**src/design/rpa_pkg.sv**
```systemverilog
// shared types, constants and reset tables for the palette allocator
package rpa_pkg;

	localparam int unsigned ENTRIES_DEF  = 256;
	localparam int unsigned RESERVED_DEF = 16;
	localparam int unsigned COLOR_W      = 24;
	localparam int unsigned COUNT_W      = 31;
	localparam int unsigned IDX_W        = 8;
	localparam int unsigned DIST_W       = 18;

	localparam logic [COUNT_W-1:0] COUNT_MAX      = {COUNT_W{1'b1}};
	localparam logic [COUNT_W-1:0] RESERVED_COUNT = 31'd1073741823;

	// request codes
	localparam logic [1:0] REQ_GET  = 2'd0;
	localparam logic [1:0] REQ_FREE = 2'd1;
	localparam logic [1:0] REQ_FADE = 2'd2;

	// how an entry was found
	localparam logic [1:0] HOW_BLACK   = 2'd0;
	localparam logic [1:0] HOW_MATCH   = 2'd1;
	localparam logic [1:0] HOW_NEAREST = 2'd2;
	localparam logic [1:0] HOW_FREED   = 2'd3;

	// startup colours of the reserved entries
	function automatic logic [COLOR_W-1:0] startup_color(input logic [3:0] i);
		logic [COLOR_W-1:0] c;
		case (i)
			4'd0:    c = 24'h000000;
			4'd1:    c = 24'h0000AB;
			4'd2:    c = 24'h00AB00;
			4'd3:    c = 24'h00ABAB;
			4'd4:    c = 24'hAB0000;
			4'd5:    c = 24'hAB00AB;
			4'd6:    c = 24'hAB5500;
			4'd7:    c = 24'hABABAB;
			4'd8:    c = 24'h555555;
			4'd9:    c = 24'h5555FF;
			4'd10:   c = 24'h55FF55;
			4'd11:   c = 24'h55FFFF;
			4'd12:   c = 24'hFF5555;
			4'd13:   c = 24'hFF55FF;
			4'd14:   c = 24'hFFFF55;
			default: c = 24'hFFFFFF;
		endcase
		return c;
	endfunction

	// commands from controller to datapath
	typedef struct packed {
		logic load;        // capture request beat
		logic clr_start;   // start clearing pass
		logic clr_step;    // write one entry of the clearing pass
		logic rd_issue;    // read memory at scan pointer
		logic scan_start;  // reset scan pointer
		logic scan_next;   // advance scan pointer
		logic near_mode;   // scan evaluates distance instead of match
		logic fade_rd;     // read faded entry
		logic fade_apply;  // decrement faded entry, compute new colour
		logic free_apply;  // decrement entry for free
		logic pick_match;  // latch current entry as match winner
		logic pick_black;  // winner is entry 0
		logic inc_rd;      // read winner entry
		logic inc_wr;      // write back incremented winner
		logic out_load;    // load result register
	} rpa_cmd_t;

	// status from datapath to controller
	typedef struct packed {
		logic clr_last;
		logic scan_last;
		logic hit;         // current entry matches or is free
		logic is_black;
		logic [1:0] req;
	} rpa_sts_t;

endpackage

```
**src/design/rpa_ctrl.sv**
```systemverilog
// request sequencer for the palette allocator
module rpa_ctrl (
	input  logic              clk,
	input  logic              arst_n,
	input  logic              in_valid,
	output logic              in_stall,
	output logic              out_valid,
	input  logic              out_stall,
	input  logic [1:0]        req_type,
	output rpa_pkg::rpa_cmd_t cmd,
	input  rpa_pkg::rpa_sts_t sts
);
	import rpa_pkg::*;

	typedef enum logic [11:0] {
		ST_CLEAR  = 12'b000000000001,
		ST_IDLE   = 12'b000000000010,
		ST_FREAD  = 12'b000000000100,
		ST_FAPPLY = 12'b000000001000,
		ST_GSTART = 12'b000000010000,
		ST_MREAD  = 12'b000000100000,
		ST_MCHK   = 12'b000001000000,
		ST_NREAD  = 12'b000010000000,
		ST_NCHK   = 12'b000100000000,
		ST_IREAD  = 12'b001000000000,
		ST_IWAIT  = 12'b010000000000,
		ST_FREE   = 12'b100000000000
	} state_t;

	state_t state_q, state_d;
	logic   out_valid_q;
	logic   fire;
	logic   done;

	assign fire      = in_valid && !in_stall;
	assign in_stall  = (state_q != ST_IDLE) || (out_valid_q && out_stall);
	assign out_valid = out_valid_q;

	// next state and commands
	always_comb begin
		state_d = state_q;
		cmd     = '0;
		done    = 1'b0;
		case (state_q)
			ST_CLEAR: begin
				cmd.clr_step = 1'b1;
				if (sts.clr_last) state_d = ST_IDLE;
			end
			ST_IDLE: begin
				if (fire) begin
					cmd.load = 1'b1;
					case (req_type)
						REQ_GET:  state_d = ST_GSTART;
						REQ_FREE: state_d = ST_FREAD;
						REQ_FADE: state_d = ST_FREAD;
						default:  state_d = ST_IDLE;
					endcase
				end
			end
			ST_FREAD: begin
				cmd.fade_rd = 1'b1;
				state_d = ST_FAPPLY;
			end
			ST_FAPPLY: begin
				if (sts.req == REQ_FREE) begin
					cmd.free_apply = 1'b1;
					cmd.out_load   = 1'b1;
					done           = 1'b1;
					state_d        = ST_IDLE;
				end else begin
					cmd.fade_apply = 1'b1;
					state_d = ST_GSTART;
				end
			end
			ST_GSTART: begin
				if (sts.is_black) begin
					cmd.pick_black = 1'b1;
					state_d = ST_IREAD;
				end else begin
					cmd.scan_start = 1'b1;
					state_d = ST_MREAD;
				end
			end
			ST_MREAD: begin
				cmd.rd_issue = 1'b1;
				state_d = ST_MCHK;
			end
			ST_MCHK: begin
				if (sts.hit) begin
					cmd.pick_match = 1'b1;
					state_d = ST_IREAD;
				end else if (sts.scan_last) begin
					cmd.scan_start = 1'b1;
					cmd.near_mode  = 1'b1;
					state_d = ST_NREAD;
				end else begin
					cmd.scan_next = 1'b1;
					state_d = ST_MREAD;
				end
			end
			ST_NREAD: begin
				cmd.rd_issue  = 1'b1;
				cmd.near_mode = 1'b1;
				state_d = ST_NCHK;
			end
			ST_NCHK: begin
				cmd.near_mode = 1'b1;
				if (sts.scan_last) begin
					state_d = ST_IREAD;
				end else begin
					cmd.scan_next = 1'b1;
					state_d = ST_NREAD;
				end
			end
			ST_IREAD: begin
				cmd.inc_rd = 1'b1;
				state_d = ST_IWAIT;
			end
			ST_IWAIT: begin
				cmd.inc_wr   = 1'b1;
				cmd.out_load = 1'b1;
				done         = 1'b1;
				state_d      = ST_IDLE;
			end
			ST_FREE: state_d = ST_IDLE;
			default: state_d = ST_IDLE;
		endcase
	end

	// state and output valid
	always_ff @(posedge clk or negedge arst_n) begin
		if (!arst_n) begin
			state_q     <= ST_CLEAR;
			out_valid_q <= 1'b0;
		end else begin
			state_q <= state_d;
			if (done)
				out_valid_q <= 1'b1;
			else if (!out_stall)
				out_valid_q <= 1'b0;
		end
	end

endmodule
```
**config.mk**
```make
export PLATFORM = sky130hd
export DESIGN_NAME = rpa_ctrl
export DESIGN_NICKNAME = d
export VERILOG_FILES = /design/src/design/rpa_pkg.sv /design/src/design/rpa_ctrl.sv
export SDC_FILE = /design/constraint.sdc
export NUM_CORES = 1
export LEC_CHECK = 0
export BUFFER_PORTS_ARGS = -buffer_cell sky130_fd_sc_hd__buf_2
export CELL_PAD_IN_SITES_DETAIL_PLACEMENT = 1
export CELL_PAD_IN_SITES_GLOBAL_PLACEMENT = 2
export CORE_MARGIN = 5
export CORE_UTILIZATION = 31
export DETAILED_ROUTE_END_ITERATION = 10
export PLACE_DENSITY_LB_ADDON = 0.1
export SLEW_MARGIN = 25
export SYNTH_ARGS = -nofsm -noshare
export SYNTH_HDL_FRONTEND = slang
export SYNTH_SLANG_ARGS = --single-unit
```
**constraint.sdc**
```tcl
create_clock -name clk -period 3.2 [get_ports clk]
set_input_delay 0.48 -clock clk [delete_from_list [all_inputs] [get_ports clk]]
set_output_delay 0.48 -clock clk [all_outputs]
set_load 0.005 [all_outputs]
```
## Yosys cells after proc, flatten, opt, wreduce, memory -nomap -nowiden

Cells that the tools add are included.

| operators by class | value |
|---|---|
| reduce and logical (&&, ||, !) cells | 9 |
| eq/ne operators | 18 |
| multiplexer cells | 33 |

Operators with widths:

| cell | count |
|---|---|
| $pmux W12 S10 | 1 |
| $mux W12 | 3 |
| $mux W10 | 2 |
| $mux W1 | 18 |
| $eq A12 B1 Y1 const B | 1 |
| $eq A12 B10 Y1 const B | 1 |
| $eq A12 B11 Y1 const B | 1 |
| $eq A12 B2 Y1 const B | 1 |
| $eq A12 B3 Y1 const B | 1 |
| $eq A12 B4 Y1 const B | 1 |
| $eq A12 B5 Y1 const B | 1 |
| $eq A12 B6 Y1 const B | 1 |
| $eq A12 B7 Y1 const B | 1 |
| $eq A12 B8 Y1 const B | 1 |
| $eq A12 B9 Y1 const B | 1 |
| $ne A12 B2 Y1 const B | 1 |
| $pmux W5 S2 | 1 |
| $mux W8 | 1 |
| $pmux W1 S2 | 4 |
| $reduce_or A2 Y1 | 3 |
| $mux W5 | 1 |
| $eq A2 B1 Y1 const B | 2 |
| $ne A2 B2 Y1 const B | 2 |
| $mux W3 | 1 |
| 8 further kinds | 9 |

| word-level totals | value |
|---|---|
| flip-flop bits (word level) | 13 |
| bits of input ports | 12 |
| output and inout port bits | 17 |
| logic and storage cells | 62 |

## Longest topological paths before layout

| depth | value |
|---|---|
| depth after elaboration | 6 |
| mapped depth | 6 |
| depth with buffers taken out | 4 |

## Least setup slack after synthesis

OpenSTA, ideal clock, no wires.

| path | value |
|---|---|
| path kind | register -> output |
| start point | register state_q[1] |
| end point | output cmd[10] (netlist bit) |
| path slack | 0.846 ns |
| stages on the path, launching flop included | 7 |
| data arrival time | 1.874 ns |
| path through | dfrtp_1 -> buf_6 -> or4_4 -> or4_1 -> buf_2 -> or3b_1 -> nand2_1 |

RTL lines:

| what | line | RTL |
|---|---|---|
| start: declaration | rpa_ctrl.sv:30 | `state_t state_q, state_d;` |
| start signal: assignment | rpa_ctrl.sv:136 | `state_q <= state_d;` |
| end: declaration | rpa_ctrl.sv:10 | `output rpa_pkg::rpa_cmd_t cmd,` |

==> metrics.txt <==
largest net degree at the start of global routing 13; Mapped Area 928.4 sq um; WS Path Type reg2out; TritonRoute pass-1 iters 4; EDFF count, synth 0; Resize count post-CTS 0; GR Util met1 18.03%; vias in the first global route 904; Synth warnings 0; Yosys top cell by area dfrtp_1; worst hold path type in2async; diode count 0; top cell type's share of synthesized area 29.65%; power share of the combinational group 43.3%; ys flop type dfrtp_1; I/O Buffers 27; initial core utilization 33.10%; Pint 353.5 uW; Area Overhead vs Synth 16.04%; RSZ-0062 raised after global routing false; pwr/cell area 542.9 mW/mm^2; Total Routing Usage GR 13.75%; multi-input combinational cell area 546.8 sq um; switching share of total power 39.56%; # Max-Cap Violations 0; Post-CTS Hold Fix Bufs 0; Final Skew 0.003824 ns; # DRC 0; leak pwr 0.5860 nW; Routed Antenna Nets 0; met2 GRT Util 21.20%; Routed WL 2540 um; IO Pins 29; CTS clk-pin slew, worst paths 0.09 ns; ys async rst share 100.0%; total gr overflow 0; Longest Clk Path Bufs 2; result of the run complete, no violations; Clock Sink Count 12; worst skew pair latency 0.28 ns; Core ar. 0.002805 sq mm; root cell of the clock tree clkbuf_4; critical path peak fanout 11; Final Hold Fails 0; Reg power frac 34.8%; die height 64.73 um; gp weighted congestion 0.7908; Worst Setup End Kind output pin; detailed-route via count 860; Max Clk Rate 0.3373 GHz; num rows 19; number of buffers created by CTS 3; critical path launch point type flip-flop; Reg area 301.5 sq um; share of cells above drive strength 1 30.00%; Netlist cell types 43; Slew HR 56.05%; vias per inst 5.342; Tightest Pin Transition 0.6501 ns; die area 0.004189 sq mm; top post-synthesis cells by area dfrtp_1, nor3b_1, nor4b_1; Final Cycle Share 92.64%; Detail Placement HPWL 2023 um; Post-Synthesis Net Count 121; worst hold slack 0.05748 ns; Post-CTS Setup Bufs 0; CTS tree done; # H-tree levels 1; Final min period 2.965 ns; GR peak layer met2; WL/cell 15.78 um; Final setup viols 0; fill count 360; CP required 2.72 ns; Worst VDD drop 0.0001977 V; initial drt markers 21; met3 Usage GRT 3.972%; initial antenna violation count 0; Net Switching 231.3 uW; count of state elements after synthesis 12; clock share of power 21.9%; nets@finish 145; post-synthesis sequential area ratio 32.48%; Syn Area/Cell 8.677 sq um; max-slew violations 0; Die Width 64.73 um; first-pass GRT wire length 4402 um; Gate Count Post-Synth 107; CP arrival 2.48 ns; setup tns final 0 ns
critical path: stages, from the launching register on:
cell and delay (ns):
dfrtp_1 0.51, or4_4 0.58, or4_1 0.54, or3b_1 0.40, nand2_1 0.07, buf_2 0.11
power groups by stage:
stage	Combinational [mW]	Clock, mW	Sequential (mW)
floorplan	0.211	0	0.187
global placement	0.252	0	0.205
detailed placement	0.255	0	0.205
CTS	0.257	0.137	0.203
global route	0.285	0.142	0.208
finish	0.253	0.128	0.203
placed cells by master (no fill, tap or decap), types with 2 or more instances in the layout:
cell      count
buf_2        27
nor2_1        5
or4_1         2
nand2_1       9
and4b_1       2
nor4b_1       4
xor2_1        2
and3_1        2
inv_1         5
clkbuf_4      3
nor3_1        5
nor2b_1       4
o21ai_0       4
nand3_1       6
dfrtp_1      11
and2_1        4
nor3b_1       6
nor4_1        2
a21oi_1       3
ha_1          2
area by class of cell:
cell class,count,share of cell area (%)
sequential,12,27.99
inverter,5,1.742
multi-input combinational,82,50.76
tap,31,3.600
timing repair buffer,27,12.54
clock buffer,4,3.368
final timing paths:
check	from	endpoint	slack, ns	cells after the start
min	arst_n	state_q[7]$_DFFE_PN0P_	0.06	1
max in group asynchronous	arst_n	state_q[0]$_DFFE_PN1P_	2.86	1
min reg2reg	out_valid$_DFFE_PN0P_	out_valid$_DFFE_PN0P_	0.58	2
max reg2reg	state_q[8]$_DFFE_PN0P_	state_q[5]$_DFFE_PN0P_	0.94	4
max	state_q[8]$_DFFE_PN0P_	cmd[10]	0.24	5
min in group clk	sts[4]	state_q[7]$_DFFE_PN0P_	0.46	2
cell usage after synthesis (all sizes together) (3+ instances only):
cell	instances
nor4b	5
nor4	3
nor2b	4
a21oi	3
dfrtp	11
inv	5
or4	3
buf	6
nor2	5
nor3	5
nand2	9
nand3	6
o21ai	4
and2	4
nor3b	6
registers in the layout (all words and copies together) (netlist names):
| signal | flops |
|---|---|
| state_q | 11 |
| out_valid | 1 |
through the flow:
stage                     total power, mW  std cells  util [%]  area, sq um  setup slack [ns]
final                              0.5848        161     38.40         1077            0.2354
after global routing               0.6346        161     38.40         1077           0.09029
after CTS                          0.5968        161     38.40         1077            0.2049
after detailed placement           0.4599        157     37.11         1041            0.5456
after global placement             0.4566        157     37.11         1041            0.5900
after floorplan                    0.3974        107         -        928.4            0.8463
per-layer routing:
layer | routed length [um] | part of all wire (%)
met5 | 0 | 0
met4 | 47 | 1.9
met3 | 141 | 5.6
met2 | 1172 | 46
met1 | 1177 | 46
logic make-up after synthesis:
group	Yosys count	share of synthesized area, %
flip-flops	12	32.48
AO/OA/AOI/OAI	14	9.570
XOR/XNOR	3	2.831
adder cells (fa/ha/maj)	2	2.695
buffers and inverters	13	8.625
other	1	0.4039
AND/OR/NAND/NOR	62	43.39
(Power assumes the default switching activity.)
